--- src/sv/assert_macros.svh ---
// ----------------------------------------------------------------------------
// Assertion macros
// Concurrent assertion wrappers, clocked on clk and disabled while rst_n is low.
// ----------------------------------------------------------------------------
`ifndef ASSERT_MACROS_SVH
`define ASSERT_MACROS_SVH
`ifndef SYNTHESIS
`define ASSERT_IMPLY(label, ante, cons, msg) \
    label: assert property (@(posedge clk) disable iff (!rst_n) (ante) |-> (cons)) \
        else $error(msg);
`define ASSERT_NEXT(label, ante, cons, msg) \
    label: assert property (@(posedge clk) disable iff (!rst_n) (ante) |=> (cons)) \
        else $error(msg);
`else
`define ASSERT_IMPLY(label, ante, cons, msg)
`define ASSERT_NEXT(label, ante, cons, msg)
`endif
`endif

--- src/sv/scls_pkg.sv ---
// ----------------------------------------------------------------------------
// scls_pkg
// Types, constants and lookup functions shared by the sine/cosine fit block.
// ----------------------------------------------------------------------------
package scls_pkg;

    localparam int BASIS_COUNT      = 3;
    localparam int MAX_SAMPLES_DEF  = 65536;
    localparam int CORDIC_STEPS_DEF = 16;

    localparam int SUM_W  = 48;
    localparam int NSUM   = 9;
    localparam int ANG_W  = 34;
    localparam int CV_W   = 18;
    localparam int V_W    = 20;
    localparam int P_W    = 2 * V_W;
    localparam int ACC_W  = 64;
    localparam int CNT_W  = 6;
    localparam int IDX_W  = 4;
    localparam int SH_W   = 6;
    localparam int COEF_W = 32;
    localparam int DIV_STEPS = 32;

    localparam logic signed [ANG_W-1:0] PI_Q28      = 34'sd843314857;
    localparam logic signed [ANG_W-1:0] TWO_PI_Q28  = 34'sd1686629714;
    localparam logic signed [ANG_W-1:0] HALF_PI_Q28 = 34'sd421657428;
    localparam logic signed [ANG_W-1:0] GAIN_Q30    = 34'sd652032874;

    typedef logic [3:0] op_t;
    localparam op_t OP_NONE    = 4'd0;
    localparam op_t OP_LOAD    = 4'd1;
    localparam op_t OP_WRAP    = 4'd2;
    localparam op_t OP_ROT     = 4'd3;
    localparam op_t OP_SC      = 4'd4;
    localparam op_t OP_ACC     = 4'd5;
    localparam op_t OP_MAX     = 4'd6;
    localparam op_t OP_NORM    = 4'd7;
    localparam op_t OP_SCALE   = 4'd8;
    localparam op_t OP_DET     = 4'd9;
    localparam op_t OP_DSTORE  = 4'd10;
    localparam op_t OP_DIVINIT = 4'd11;
    localparam op_t OP_DIVSTEP = 4'd12;
    localparam op_t OP_DIVFIN  = 4'd13;
    localparam op_t OP_OUT     = 4'd14;

    typedef struct packed {
        op_t              op;
        logic [CNT_W-1:0] idx;
        logic             first;
        logic             neg;
        logic [IDX_W-1:0] vsel;
        logic [1:0]       csel;
    } cmd_t;

    typedef struct packed {
        logic z_in_range;
        logic sums_full;
        logic norm_done;
        logic acc_zero;
        logic out_free;
    } stat_t;

    function automatic logic signed [ANG_W-1:0] atan_q28(input logic [4:0] i);
        logic signed [ANG_W-1:0] r;
        case (i)
            5'd0:    r = 34'sd210828714;
            5'd1:    r = 34'sd124459457;
            5'd2:    r = 34'sd65760959;
            5'd3:    r = 34'sd33381290;
            5'd4:    r = 34'sd16755422;
            5'd5:    r = 34'sd8385879;
            5'd6:    r = 34'sd4193963;
            5'd7:    r = 34'sd2097109;
            5'd8:    r = 34'sd1048571;
            5'd9:    r = 34'sd524287;
            default: r = 34'sd268435456 >>> i;
        endcase
        return r;
    endfunction

    // column used by row f in term t of the six-term determinant expansion
    function automatic logic [1:0] perm_col(input logic [2:0] t, input logic [1:0] f);
        logic [5:0] p;
        case (t)
            3'd0:    p = {2'd2, 2'd1, 2'd0};
            3'd1:    p = {2'd1, 2'd2, 2'd0};
            3'd2:    p = {2'd2, 2'd0, 2'd1};
            3'd3:    p = {2'd0, 2'd2, 2'd1};
            3'd4:    p = {2'd1, 2'd0, 2'd2};
            default: p = {2'd0, 2'd1, 2'd2};
        endcase
        case (f)
            2'd0:    return p[1:0];
            2'd1:    return p[3:2];
            default: return p[5:4];
        endcase
    endfunction

    function automatic logic perm_neg(input logic [2:0] t);
        return (t == 3'd1) || (t == 3'd2) || (t == 3'd5);
    endfunction

    // storage slot of element (r, c) of determinant j; j > 0 swaps column j-1 for b
    function automatic logic [IDX_W-1:0] det_elem(input logic [1:0] j, input logic [1:0] r,
                                                  input logic [1:0] c);
        logic [1:0] lo;
        logic [1:0] hi;
        lo = (r < c) ? r : c;
        hi = (r < c) ? c : r;
        if ((j != 2'd0) && (c == j - 2'd1))
            return IDX_W'(6) + IDX_W'(r);
        case ({lo, hi})
            4'b0000: return IDX_W'(0);
            4'b0001: return IDX_W'(1);
            4'b0010: return IDX_W'(2);
            4'b0101: return IDX_W'(3);
            4'b0110: return IDX_W'(4);
            default: return IDX_W'(5);
        endcase
    endfunction

endpackage

--- src/sv/scls_ctrl.sv ---
// ----------------------------------------------------------------------------
// scls_ctrl
// Sequencer: CORDIC, accumulation, scaling, determinant and division steps.
// ----------------------------------------------------------------------------
`include "assert_macros.svh"

module scls_ctrl
    import scls_pkg::*;
#(
    parameter int CORDIC_STEPS = CORDIC_STEPS_DEF
) (
    input  logic  clk,
    input  logic  rst_n,
    input  logic  s_tvalid,
    input  logic  s_tlast,
    output logic  s_tready,
    input  stat_t st,
    output cmd_t  cmd
);

    localparam logic [3:0] S_IDLE    = 4'd0;
    localparam logic [3:0] S_WRAP    = 4'd1;
    localparam logic [3:0] S_ROT     = 4'd2;
    localparam logic [3:0] S_SC      = 4'd3;
    localparam logic [3:0] S_ACC     = 4'd4;
    localparam logic [3:0] S_MAX     = 4'd5;
    localparam logic [3:0] S_NORM    = 4'd6;
    localparam logic [3:0] S_SCALE   = 4'd7;
    localparam logic [3:0] S_DET     = 4'd8;
    localparam logic [3:0] S_DETEND  = 4'd9;
    localparam logic [3:0] S_DIV     = 4'd10;
    localparam logic [3:0] S_DIVFIN  = 4'd11;
    localparam logic [3:0] S_OUT     = 4'd12;

    localparam logic [CNT_W-1:0] ROT_LAST = CNT_W'(CORDIC_STEPS - 1);
    localparam logic [CNT_W-1:0] SUM_LAST = CNT_W'(NSUM - 1);
    localparam logic [CNT_W-1:0] DIV_LAST = CNT_W'(DIV_STEPS - 1);

    logic [3:0]       state_reg, state_next;
    logic [CNT_W-1:0] cnt_reg, cnt_next;
    logic             last_reg, last_next;
    logic [1:0]       didx_reg, didx_next;
    logic [2:0]       term_reg, term_next;
    logic [1:0]       phase_reg, phase_next;

    assign s_tready = (state_reg == S_IDLE);

    always_comb
    begin
        state_next = state_reg;
        cnt_next   = cnt_reg;
        last_next  = last_reg;
        didx_next  = didx_reg;
        term_next  = term_reg;
        phase_next = phase_reg;
        cmd        = '0;
        cmd.op     = OP_NONE;
        cmd.idx    = cnt_reg;
        cmd.csel   = didx_reg - 2'd1;
        cmd.first  = (term_reg == 3'd0);
        cmd.neg    = perm_neg(term_reg);
        cmd.vsel   = det_elem(didx_reg, phase_reg, perm_col(term_reg, phase_reg));
        unique case (state_reg)
            S_IDLE:
            begin
                if (s_tvalid)
                begin
                    cmd.op    = OP_LOAD;
                    last_next = s_tlast;
                    cnt_next  = '0;
                    if (!st.sums_full)
                        state_next = S_WRAP;
                    else if (s_tlast)
                        state_next = S_MAX;
                end
            end
            S_WRAP:
            begin
                cmd.op = OP_WRAP;
                if (st.z_in_range)
                begin
                    state_next = S_ROT;
                    cnt_next   = '0;
                end
            end
            S_ROT:
            begin
                cmd.op = OP_ROT;
                if (cnt_reg == ROT_LAST)
                begin
                    state_next = S_SC;
                    cnt_next   = '0;
                end
                else
                    cnt_next = cnt_reg + 1'b1;
            end
            S_SC:
            begin
                cmd.op     = OP_SC;
                state_next = S_ACC;
                cnt_next   = '0;
            end
            S_ACC:
            begin
                cmd.op = OP_ACC;
                if (cnt_reg == SUM_LAST)
                begin
                    cnt_next   = '0;
                    state_next = last_reg ? S_MAX : S_IDLE;
                end
                else
                    cnt_next = cnt_reg + 1'b1;
            end
            S_MAX:
            begin
                cmd.op = OP_MAX;
                if (cnt_reg == SUM_LAST)
                begin
                    cnt_next   = '0;
                    state_next = S_NORM;
                end
                else
                    cnt_next = cnt_reg + 1'b1;
            end
            S_NORM:
            begin
                if (st.norm_done)
                begin
                    state_next = S_SCALE;
                    cnt_next   = '0;
                end
                else
                    cmd.op = OP_NORM;
            end
            S_SCALE:
            begin
                cmd.op = OP_SCALE;
                if (cnt_reg == SUM_LAST)
                begin
                    cnt_next   = '0;
                    state_next = S_DET;
                    didx_next  = 2'd0;
                    term_next  = 3'd0;
                    phase_next = 2'd0;
                end
                else
                    cnt_next = cnt_reg + 1'b1;
            end
            S_DET:
            begin
                cmd.op  = OP_DET;
                cmd.idx = CNT_W'(phase_reg);
                if (phase_reg == 2'd2)
                begin
                    phase_next = 2'd0;
                    if (term_reg == 3'd5)
                    begin
                        term_next  = 3'd0;
                        state_next = S_DETEND;
                    end
                    else
                        term_next = term_reg + 3'd1;
                end
                else
                    phase_next = phase_reg + 2'd1;
            end
            S_DETEND:
            begin
                cnt_next = '0;
                if (didx_reg == 2'd0)
                begin
                    cmd.op    = OP_DSTORE;
                    didx_next = 2'd1;
                    state_next = st.acc_zero ? S_OUT : S_DET;
                end
                else
                begin
                    cmd.op     = OP_DIVINIT;
                    state_next = S_DIV;
                end
            end
            S_DIV:
            begin
                cmd.op = OP_DIVSTEP;
                if (cnt_reg == DIV_LAST)
                begin
                    cnt_next   = '0;
                    state_next = S_DIVFIN;
                end
                else
                    cnt_next = cnt_reg + 1'b1;
            end
            S_DIVFIN:
            begin
                cmd.op = OP_DIVFIN;
                if (didx_reg == 2'd3)
                    state_next = S_OUT;
                else
                begin
                    didx_next  = didx_reg + 2'd1;
                    state_next = S_DET;
                end
            end
            S_OUT:
            begin
                if (st.out_free)
                begin
                    cmd.op     = OP_OUT;
                    state_next = S_IDLE;
                end
            end
            default:
            begin
                state_next = S_IDLE;
            end
        endcase
    end

    always_ff @(posedge clk or negedge rst_n)
    begin
        if (!rst_n)
        begin
            state_reg <= S_IDLE;
            cnt_reg   <= '0;
            last_reg  <= 1'b0;
            didx_reg  <= 2'd0;
            term_reg  <= 3'd0;
            phase_reg <= 2'd0;
        end
        else
        begin
            state_reg <= state_next;
            cnt_reg   <= cnt_next;
            last_reg  <= last_next;
            didx_reg  <= didx_next;
            term_reg  <= term_next;
            phase_reg <= phase_next;
        end
    end

    `ASSERT_IMPLY(a_out_free, cmd.op == OP_OUT, st.out_free, "result loaded over pending item")
    `ASSERT_IMPLY(a_div_order, cmd.op == OP_DIVFIN, $past(cmd.op) == OP_DIVSTEP,
                  "division finished without steps")
    `ASSERT_IMPLY(a_rot_range, state_reg == S_ROT, cnt_reg <= ROT_LAST, "rotation overrun")
    `ASSERT_IMPLY(a_det_phase, state_reg == S_DET, phase_reg != 2'd3, "bad product phase")

endmodule

--- config.mk ---
export PLATFORM = sky130hd
export DESIGN_NAME = scls_ctrl
export DESIGN_NICKNAME = d
export VERILOG_FILES = /design/src/sv/scls_pkg.sv /design/src/sv/scls_ctrl.sv
export VERILOG_INCLUDE_DIRS = /design/src /design/src/sv
export SDC_FILE = /design/constraint.sdc
export NUM_CORES = 1
export LEC_CHECK = 0
export ABC_AREA = 0
export BUFFER_PORTS_ARGS = -buffer_cell sky130_fd_sc_hd__buf_2
export CORE_UTILIZATION = 50
export CTS_CLUSTER_SIZE = 25
export DETAILED_ROUTE_END_ITERATION = 10
export PLACE_DENSITY = 0.69
export SYNTH_ARGS = -nofsm -noshare
export SYNTH_HDL_FRONTEND = slang
export SYNTH_SLANG_ARGS = --single-unit
--- constraint.sdc ---
create_clock -name clk -period 8.5 [get_ports clk]
set_input_delay 1.275 -clock clk [delete_from_list [all_inputs] [get_ports clk]]
set_output_delay 1.275 -clock clk [all_outputs]
set_load 0.03 [all_outputs]
# [After elaboration in Yosys (flattened, before gate mapping)]
# Index checks and enable logic that the tools add are counted.
[op_classes] n_lt_le_gt_ge=1 shifts=0 mux=49 n_mul=0 div_mod_pow=0 add_sub_neg=6 eq_ne=42 bitwise_logic=0 reduce_logical=20
[op_table] op="$pmux W4 S13" n=2
[op_table] op="$mux W4" n=16
[op_table] op="$mux W6" n=7
[op_table] op="$pmux W6 S7" n=1
[op_table] op="$pmux W6 S5" n=1
[op_table] op="$ne A2 B2 Y1 const B" n=13
[op_table] op="$eq A4 B3 Y1 const B" n=6
[op_table] op="$mux W3" n=8
[op_table] op="$eq A4 B4 Y1 const B" n=5
[op_table] op="$pmux W3 S5" n=1
[op_table] op="$eq A4 B2 Y1 const B" n=3
[op_table] op="$eq A6 B4 Y1 const B" n=2
[op_table] op="$mux W2" n=6
[op_table] op="$reduce_and A12 Y1" n=1
[op_table] op="$eq A4 B1 Y1 const B" n=2
[op_table] op="$logic_not A4 Y1" n=2
[op_table] op="$pmux W2 S2" n=2
[op_table] op="$reduce_and A4 Y1" n=2
[op_table] op="$reduce_bool A7 Y1" n=1
[op_table] op="$add A6 B1 Y6 const B" n=1
[op_table] op="$eq A3 B2 Y1 const B" n=2
[op_table] op="$eq A3 B3 Y1 const B" n=2
[op_table] op="$eq A6 B5 Y1 const B" n=1
[op_table] op="$pmux W2 S3" n=1
[op_table] op="22 further kinds" n=30
[totals] mem_count=0 ramBits=0 in_bits=9 mem_bits_ro=0 ff_bits=18 latchBits=0 wordCells=124 output_inout_bits=19

# [Logic depth before layout (Yosys ltp)]
# Gate-level depths: netlist of run 1.
[logic_depth] ltp_word=8 depth_mapped=12 depth_no_buf=11

# [Worst setup path after synthesis of run 1]
# OpenSTA, ideal clock, no wires.
[synth_timing] path_kind="register to output" start="register term_reg[1]" end="output port cmd[4] in the netlist's numbering" t_required_ps=7225 slack_ps=4850 stages_incl_launch_ff=13 t_arrival_ps=2375 n_path_buf=1 cell_sequence="dfrtp_1 buf_2 and2_1 ha_1 nor4bb_1 o21ai_0 and2_1 ha_1 inv_1 o21ai_0 o21ai_0 nor3b_1 mux2i_1"
[synth_lines] element="start, declared" line_no="scls_ctrl.sv:43" rtl="logic [2:0] term_reg, term_next;"
[synth_lines] element="start signal, assigned" line_no="scls_ctrl.sv:236" rtl="term_reg <= term_next;"
[synth_lines] element="end, declared" line_no="scls_ctrl.sv:18" rtl="output cmd_t cmd"

==> flow_metrics.tcl, run 1 <==
set metrics [dict create \
    fillers 341 \
    p_leak_nw 0.8936 \
    clk_pin_slew_ns 0.08 \
    setup_viol 0 \
    grt_usage_pct 22.87 \
    setup.worst_path.class "flop to output port" \
    holdPathStages 1 \
    slew_violations 0 \
    syn_area_um2 1851 \
    rows 21 \
    firstDrtPassIters 4 \
    postLayoutSetupSlackWorst_ns 4.259 \
    die_area_um2 3948 \
    fin_area_um2 2016 \
    avgSynthCellArea_um2 7.711 \
    seq_area_frac_synth_pct 24.34 \
    finalWirelength_mm 4.021 \
    p_per_area_nw_per_um2 412.7 \
    post_drt_via_cell_ratio 5.876 \
    period_needed_ns 4.241 \
    startpoint_type "flop" \
    cts-root-buf "clkbuf_8" \
    ys_ff_latch 18 \
    fin_nets 270 \
    worst-path-max-fanout 11 \
    rsz0062_at_grt "no" \
    drive_above_1_share_pct 18.25 \
    clock_path_buffers 2 \
    finalSetupTns_ns 0 \
    postCtsHoldBufs 0 \
    vdd_ir_drop_max_uv 176.9 \
    post-route-drc-count 0 \
    cts_buffers 3 \
    die_w_um 62.84 \
    cp.required_ns 7.22 \
    synthDistinctLibCells 62 \
    reg2regPathDepth 5 \
    place_area_um2 1961 \
    vias 1751 \
    start_util_pct 53.76 \
    drtIter0Drc 83 \
    post-route-period-util_pct 49.89 \
    clock_skew_ns 0.003348 \
    io_pins 28 \
    wl_per_cell_um 13.49 \
    reg2reg_slack_ns 5.98 \
    syn2layout_area_growth_pct 8.925 \
    largest_register_ffs 6 \
    grt_remaining_overflow 0 \
    p_total_w 0.0008319 \
    fin_util_pct 58.56 \
    fp.dieH_um 62.84 \
    maxCapViolCount 0 \
    antenna_found_initial 0 \
    endpoint_kind "output port" \
    hp-class "flop to flop" \
    hold_violations 0 \
    run_status "completed" \
    htreeDepth 1 \
    insertion_delay_ns 0.26 \
    cts_tree "yes" \
    hpwl_mm 2.891 \
    synth_edf_count 0 \
    synthArstFlopShare_pct 100.0 \
    yosysWarningCount 0 \
    postCtsSetupBuffers 0 \
    cp.arrival_ns 2.97 \
    dp_slack_ns 4.552 \
    ant_nets 0 \
    synth_flop_cell "dfrtp_1" \
    ctsResizeCount 0 \
    grt_pass1_wl_mm 7.369 \
    fmax_mhz 235.8 \
    cts.sinks 18 \
    grt_max_degree 34 \
    worst_slew_pin_slew_ns 0.8564 \
    synth_nets 257 \
    syn_inst 240 \
    slew_headroom_pct 42.91 \
    io_buffer_count 27 \
    antenna_cells 0 \
    core-area_um2 3442 \
    grt_pass1_vias 1611 \
    gp_congestion 0.8001 \
]
[Yosys cell counts, types with 5 or more instances]
cell | instances | area (um^2)
nand2_1 | 17 | 63.81
o21ai_0 | 22 | 110.1
nand3_1 | 5 | 25.02
nor3_1 | 8 | 40.04
nor2_1 | 16 | 60.06
o211ai_1 | 6 | 45.04
a21oi_1 | 13 | 65.06
and2_1 | 9 | 56.30
clkbuf_1 | 9 | 33.78
inv_1 | 14 | 52.55
dfrtp_1 | 18 | 450.4
ha_1 | 8 | 100.1
buf_2 | 9 | 45.04
nand2b_1 | 7 | 43.79
[area by class of cell]
| cell class | count | area [um^2] | share of cell area (%) |
|---|---|---|---|
| repair buffers | 27 | 135.1 | 6.704 |
| well taps | 46 | 57.56 | 2.855 |
| inverters | 15 | 56.30 | 2.793 |
| clock buffers | 4 | 55.05 | 2.731 |
| flip-flops and latches | 18 | 450.4 | 22.35 |
| multi-input cells | 188 | 1261 | 62.57 |
[cells by family (layout without fill, tap and decap cells)]
kind of cell,after synthesis,in the layout,share of synthesized area (%)
flip-flops,18,18,24.34
buffers and inverters,34,46,7.504
adder cells (fa/ha/maj),8,8,5.409
AND/OR/NAND/NOR,93,93,28.47
AO/OA/AOI/OAI,76,76,27.72
multiplexers,9,9,5.612
XOR/XNOR,2,2,0.9468
[metrics by stage]
| stage | instances | hold slack, ns |
|---|---|---|
| after CTS | 298 | 0.5405 |
| final | 298 | 0.5366 |
| after detailed placement | 294 | 0.5237 |
| after global placement | 294 | 0.5085 |
| after global routing | 298 | 0.5550 |
| after floorplan | 240 | 0.4910 |
[metal layers]
| layer | part of all wire, % | routed length (um) | track usage, % |
|---|---|---|---|
| met1 | 48 | 1943 | 31.11 |
| met2 | 48 | 1926 | 37.23 |
| met3 | 2.7 | 109 | 2.920 |
| met4 | 1.0 | 42 | 7.558 |
| met5 | 0 | 0 | 0 |
[worst max-delay path, stage by stage (launching register included)]
cell	delay (ns)
dfrtp_1	0.54
and2_1	0.18
ha_1	0.14
nor4bb_1	0.27
o21ai_0	0.14
and2_1	0.19
ha_1	0.25
or4_1	0.51
a21oi_1	0.15
mux2_4	0.15
buf_2	0.18
[report_power, final]
group / leakage (nW) / switching [W] / internal, W
Clock: 0.0288 / 0.0000321 / 0.0000413
Combinational: 0.628 / 0.000325 / 0.000226
Sequential: 0.236 / 0.0000926 / 0.000114
Total: 0.894 / 0.000450 / 0.000382
[final timing paths]
check / endpoint / startpoint
setup / recovery: cmd[3] / term_reg[1]$_DFFE_PN0P_
hold / removal: last_reg$_DFFE_PN0P_ / last_reg$_DFFE_PN0P_
setup reg to reg: term_reg[1]$_DFFE_PN0P_ / state_reg[3]$_DFFE_PN0P_
hold reg to reg: last_reg$_DFFE_PN0P_ / last_reg$_DFFE_PN0P_
max in group asynchronous: cnt_reg[4]$_DFFE_PN0P_ / rst_n
min in group asynchronous: term_reg[0]$_DFFE_PN0P_ / rst_n
[cells in the final DEF (no fill, tap or decap), types with 5 or more instances in the layout]
cell / netlist / layout
nand3_1: 5 / 5
nand2_1: 17 / 17
dfrtp_1: 18 / 18
a21oi_1: 13 / 13
o211ai_1: 6 / 6
inv_1: 14 / 14
and2_1: 9 / 9
buf_2: 9 / 27
nand2b_1: 7 / 7
nor3_1: 8 / 8
nor2_1: 16 / 16
ha_1: 8 / 8
o21ai_0: 22 / 22
Power figures use the tool's default switching activity.
==> inputs of run 2 (changes only) <==
Clock period 8.5 ns to 4.04 ns, I/O delays scaled along.
==> run 2 against run 1 <==
Effect of this change:
- hold slack got worse by 0.26 ns
- non-clock buffer count stayed put
- core utilization did not move
- clock power increased by 110%
- combinational power grew 110%
- total power is 110% higher
- largest power group unchanged
- highest routed layer unchanged
==> flow_metrics.tcl, run 2 (synthesis results as in run 1) <==
set metrics [dict create \
    final_cell_mix "27 x buf_2, 22 x o21ai_0, 18 x dfrtp_1" \
    setup_viol 0 \
    crit_family "simple AND/OR/NAND/NOR gates" \
    gp_congestion 0.7999 \
    drive_above_1_share_pct 18.25 \
    slowest_delay_ns 0.55 \
    io_buffer_count 27 \
    postCtsSetupBuffers 0 \
    run_status "completed" \
    grt_pass1_vias 1644 \
    grt_usage_pct 23.15 \
    rsz0062_at_grt "no" \
    dp_slack_ns 0.7621 \
    r2r-start "state_reg[3]$_DFFE_PN0P_" \
    vias 1765 \
    reg2regPathDepth 5 \
    ant_nets 0 \
    die_w_um 62.84 \
    drtIter0Drc 77 \
    antenna_found_initial 0 \
    reg2reg_slack_ns 1.51 \
    vdd_ir_drop_max_uv 425.8 \
    worst_slew_pin_slew_ns 0.8649 \
    fillers 358 \
    critical_path_buf_inv_count 1 \
    cp.required_ns 3.43 \
    worst-path-max-fanout 11 \
    hpwl_mm 2.900 \
    grt_max_degree 34 \
    firstDrtPassIters 4 \
    mostFrequentLayoutCell "buf_2" \
    grt_remaining_overflow 0 \
    antenna_cells 0 \
    post_drt_via_cell_ratio 5.923 \
    insertion_delay_ns 0.26 \
    reg2reg_to "term_reg[1]$_DFFE_PN0P_" \
    cts_tree "yes" \
    clk_pin_slew_ns 0.07 \
    largest_register_ffs 6 \
    htreeDepth 1 \
    startpoint_type "flop" \
    endpoint_kind "output port" \
    postLayoutSetupSlackWorst_ns 0.4588 \
    finalSetupTns_ns 0 \
    fmax_mhz 279.2 \
    post-route-drc-count 0 \
    slew_violations 0 \
    maxCapViolCount 0 \
    wl_per_cell_um 13.75 \
    die_area_um2 3948 \
    hold_violations 0 \
    ctsResizeCount 0 \
    p_per_area_nw_per_um2 870.2 \
    fin_nets 270 \
    cp.arrival_ns 2.98 \
    start_util_pct 53.76 \
    fp.dieH_um 62.84 \
    postCtsHoldBufs 0 \
    worstPathCellList "and2_1, ha_1, nor4bb_1, o21ai_0, and2_1, ha_1, or4_1, a21oi_1, mux2_4, buf_2" \
    setup.worst_path.class "flop to output port" \
    io_pins 28 \
    cts_buffers 3 \
    grt_pass1_wl_mm 7.472 \
    cts.sinks 18 \
    clock_skew_ns 0.001015 \
    core-area_um2 3442 \
    finalWirelength_mm 4.098 \
    place_area_um2 1961 \
    clock_path_buffers 2 \
    hp-class "input pin to asynchronous set/reset pin" \
    post-route-period-util_pct 88.64 \
    slew_headroom_pct 42.34 \
    p_leak_nw 0.8936 \
    syn2layout_area_growth_pct 8.925 \
    cts-root-buf "clkbuf_8" \
    cp_slowest_cell "dfrtp_1" \
    fin_area_um2 2016 \
    rows 21 \
    period_needed_ns 3.581 \
]
[run 2: worst register-to-register path: stages, from the launching register on]
cell	delay [ns]
dfrtp_1	0.88
or4b_1	0.72
or3_1	0.43
and2_4	0.19
o21ai_1	0.12
o41ai_1	0.08
[run 2: how the worst max path moves through the flow]
stage | from | endpoint | slack [ns] | depth (start not counted)
after detailed placement | term_reg[1]$_DFFE_PN0P_ | cmd[3] | 0.76 | 10
final | term_reg[1]$_DFFE_PN0P_ | cmd[3] | 0.46 | 10
after global routing | term_reg[1]$_DFFE_PN0P_ | cmd[3] | 0.22 | 10
after floorplan | term_reg[1]$_DFFE_PN0P_ | cmd[4] | 1.06 | 12
after global placement | term_reg[1]$_DFFE_PN0P_ | cmd[3] | 0.83 | 10
after CTS | term_reg[1]$_DFFE_PN0P_ | cmd[3] | 0.47 | 10
[run 2: area by class of cell]
cell class	instances	area, um^2	share of cell area [%]
Clock buffer	4	55.05	2.731
Inverter	15	56.30	2.793
Multi-Input combinational cell	188	1261	62.57
Sequential cell	18	450.4	22.35
Tap cell	46	57.56	2.855
Timing Repair Buffer	27	135.1	6.704
[run 2: stage by stage]
stage,hold slack [ns],util (%),power (W),std cells
finish,0.2800,58.56,0.001754,298
global route,0.3109,58.56,0.001922,298
CTS,0.2931,58.56,0.001761,298
detailed placement,0.5294,56.96,0.001603,294
global placement,0.5085,56.96,0.001597,294
floorplan,0.3104,-,0.001364,240
[run 2: power by group]
part	internal [W]	switching [W]	leakage (nW)
registers	0.000240	0.000197	0.236
logic	0.000476	0.000686	0.628
clock network	0.0000868	0.0000677	0.0288
total	0.000803	0.000951	0.894
[run 2: routing by layer]
layer	track usage [%]	share of wire, %
met2	38.18	48
met1	31.71	47
met5	0	0
met4	7.267	0.88
met3	2.190	3.3
==> inputs of run 3 (changes only) <==
Settings changed: CELL_PAD_IN_SITES_DETAIL_PLACEMENT from default to 1, CELL_PAD_IN_SITES_GLOBAL_PLACEMENT from default to 1, CORE_UTILIZATION 50 to 42, PLACE_DENSITY 0.69 to 0.78.
==> run 3 against run 2 <==
Effect of this change:
- core utilization decreased by 9.3 points
- via count increased by 3.3%
- routed wire length increased by 22%
- sequential power decreased by 6.2%
- sequential share of layout area decreased by 0.14 points
- total power increased by 3.2%
==> flow_metrics.tcl, run 3 (synthesis results as in run 1) <==
set metrics [dict create \
    die_w_um 68.38 \
    grt_remaining_overflow 0 \
    setup_viol 0 \
    fin_nets 271 \
    startpoint_type "flop" \
    rows 23 \
    grt_pass1_vias 1676 \
    rsz0062_at_grt "no" \
    fillers 542 \
    setup.worst_path.class "flop to output port" \
    stdcell_count 303 \
    crit_end "cmd[3]" \
    fp.dieH_um 68.38 \
    finalSetupTns_ns 0 \
    fmax_mhz 275.0 \
    finalWirelength_mm 4.982 \
    cts.sinks 18 \
    hpwl_mm 3.601 \
    slowest_delay_ns 0.56 \
    postCtsSetupBuffers 0 \
    clk_pin_slew_ns 0.07 \
    io_pins 28 \
    htreeDepth 1 \
    crit_family "simple AND/OR/NAND/NOR gates" \
    drive_above_1_share_pct 18.58 \
    maxCapViolCount 0 \
    crit_start "term_reg[1]$_DFFE_PN0P_" \
    wl_met2_mm 2.341 \
    top_layer "met4" \
    cts_buffers 3 \
    worstPathCellList "and2_1, ha_1, nor4bb_1, o21ai_0, and2_1, ha_1, or4_1, a21oi_1, mux2_4, buf_2" \
    critical_path_buf_inv_count 1 \
    syn2layout_area_growth_pct 9.601 \
    slew_headroom_pct 41.30 \
    clock_path_buffers 2 \
    firstDrtPassIters 4 \
    post-route-period-util_pct 90.02 \
    insertion_delay_ns 0.25 \
    post-route-drc-count 0 \
    antenna_cells 0 \
    die_area_um2 4675 \
    vdd_ir_drop_max_uv 291.0 \
    ant_nets 0 \
    largest_register_ffs 6 \
    slew_violations 0 \
    period_needed_ns 3.637 \
    hp-class "input pin to asynchronous set/reset pin" \
    crit_cells 10 \
    cp_slowest_cell "dfrtp_1" \
    vias 1823 \
    final_cell_mix "27 x buf_2, 22 x o21ai_0, 18 x dfrtp_1" \
    r2r-start "state_reg[3]$_DFFE_PN0P_" \
    p_leak_nw 0.8986 \
    start_util_pct 44.97 \
    worst-path-max-fanout 11 \
    grt_max_degree 34 \
    mostFrequentLayoutCell "buf_2" \
    hold_violations 0 \
    grt_usage_pct 23.03 \
    grt_pass1_wl_mm 8.114 \
    drtIter0Drc 95 \
    reg2reg_slack_ns 1.41 \
    worst_slew_pin_slew_ns 0.8805 \
    io_buffer_count 27 \
    gp_congestion 0.7547 \
    endpoint_kind "output port" \
    run_status "completed" \
    cp.required_ns 3.43 \
    clock_skew_ns 0.002541 \
    ctsResizeCount 0 \
    cp.arrival_ns 3.03 \
    reg2reg_to "state_reg[0]$_DFFE_PN0P_" \
    antenna_found_initial 0 \
    cts-root-buf "clkbuf_8" \
    p_per_area_nw_per_um2 892.2 \
    met1Wirelength_mm 2.525 \
    wl_per_cell_um 16.44 \
    reg2regPathDepth 5 \
    postCtsHoldBufs 0 \
    post_drt_via_cell_ratio 6.017 \
    dp_cells 299 \
    core-area_um2 4115 \
    met3WireLength_um 89 \
    fin_util_pct 49.29 \
    cts_tree "yes" \
]
-- run 3: cell count changes in the layout (fill, tap and decap cells not counted), sizes merged --
cell and delta:
buf +1
-- run 3: area by class of cell --
type | count | area, um^2 | area share, %
tap | 50 | 62.56 | 3.085
inverter | 15 | 56.30 | 2.776
clock buffer | 4 | 55.05 | 2.714
sequential | 18 | 450.4 | 22.21
multi-input combinational | 188 | 1261 | 62.18
timing repair buffer | 28 | 142.6 | 7.033
-- run 3: worst min path at each step --
stage / endpoint / cells after the start / startpoint
floorplan: cnt_reg[0]$_DFFE_PN0P_ / 0 / rst_n
global placement: last_reg$_DFFE_PN0P_ / 1 / last_reg$_DFFE_PN0P_
detailed placement: last_reg$_DFFE_PN0P_ / 1 / last_reg$_DFFE_PN0P_
CTS: didx_reg[0]$_DFFE_PN0P_ / 1 / rst_n
global route: didx_reg[1]$_DFFE_PN0P_ / 1 / rst_n
finish: didx_reg[0]$_DFFE_PN0P_ / 1 / rst_n
-- run 3: per-stage QoR --
step	setup slack [ns]	power, W	cell area, um^2	hold WS (ns)
global route	0.1476	0.001975	2028	0.3128
floorplan	1.059	0.001364	1851	0.3104
CTS	0.3835	0.001814	2028	0.2997
global placement	0.8285	0.001616	1973	0.5355
finish	0.4033	0.001809	2028	0.2937
detailed placement	0.6616	0.001656	1973	0.5375
-- run 3: metal layers --
metal,track usage [%],vias up
li1,-,905
met5,0,-
met4,3.646,0
met1,32.22,898
met3,2.500,4
met2,38.36,16
-- run 3: power by group --
part	total, W	switching (W)	internal, W
registers	0.000410	0.000169	0.000241
logic	0.00125	0.000767	0.000484
clock network	0.000149	0.0000621	0.0000866
total	0.00181	0.000998	0.000812
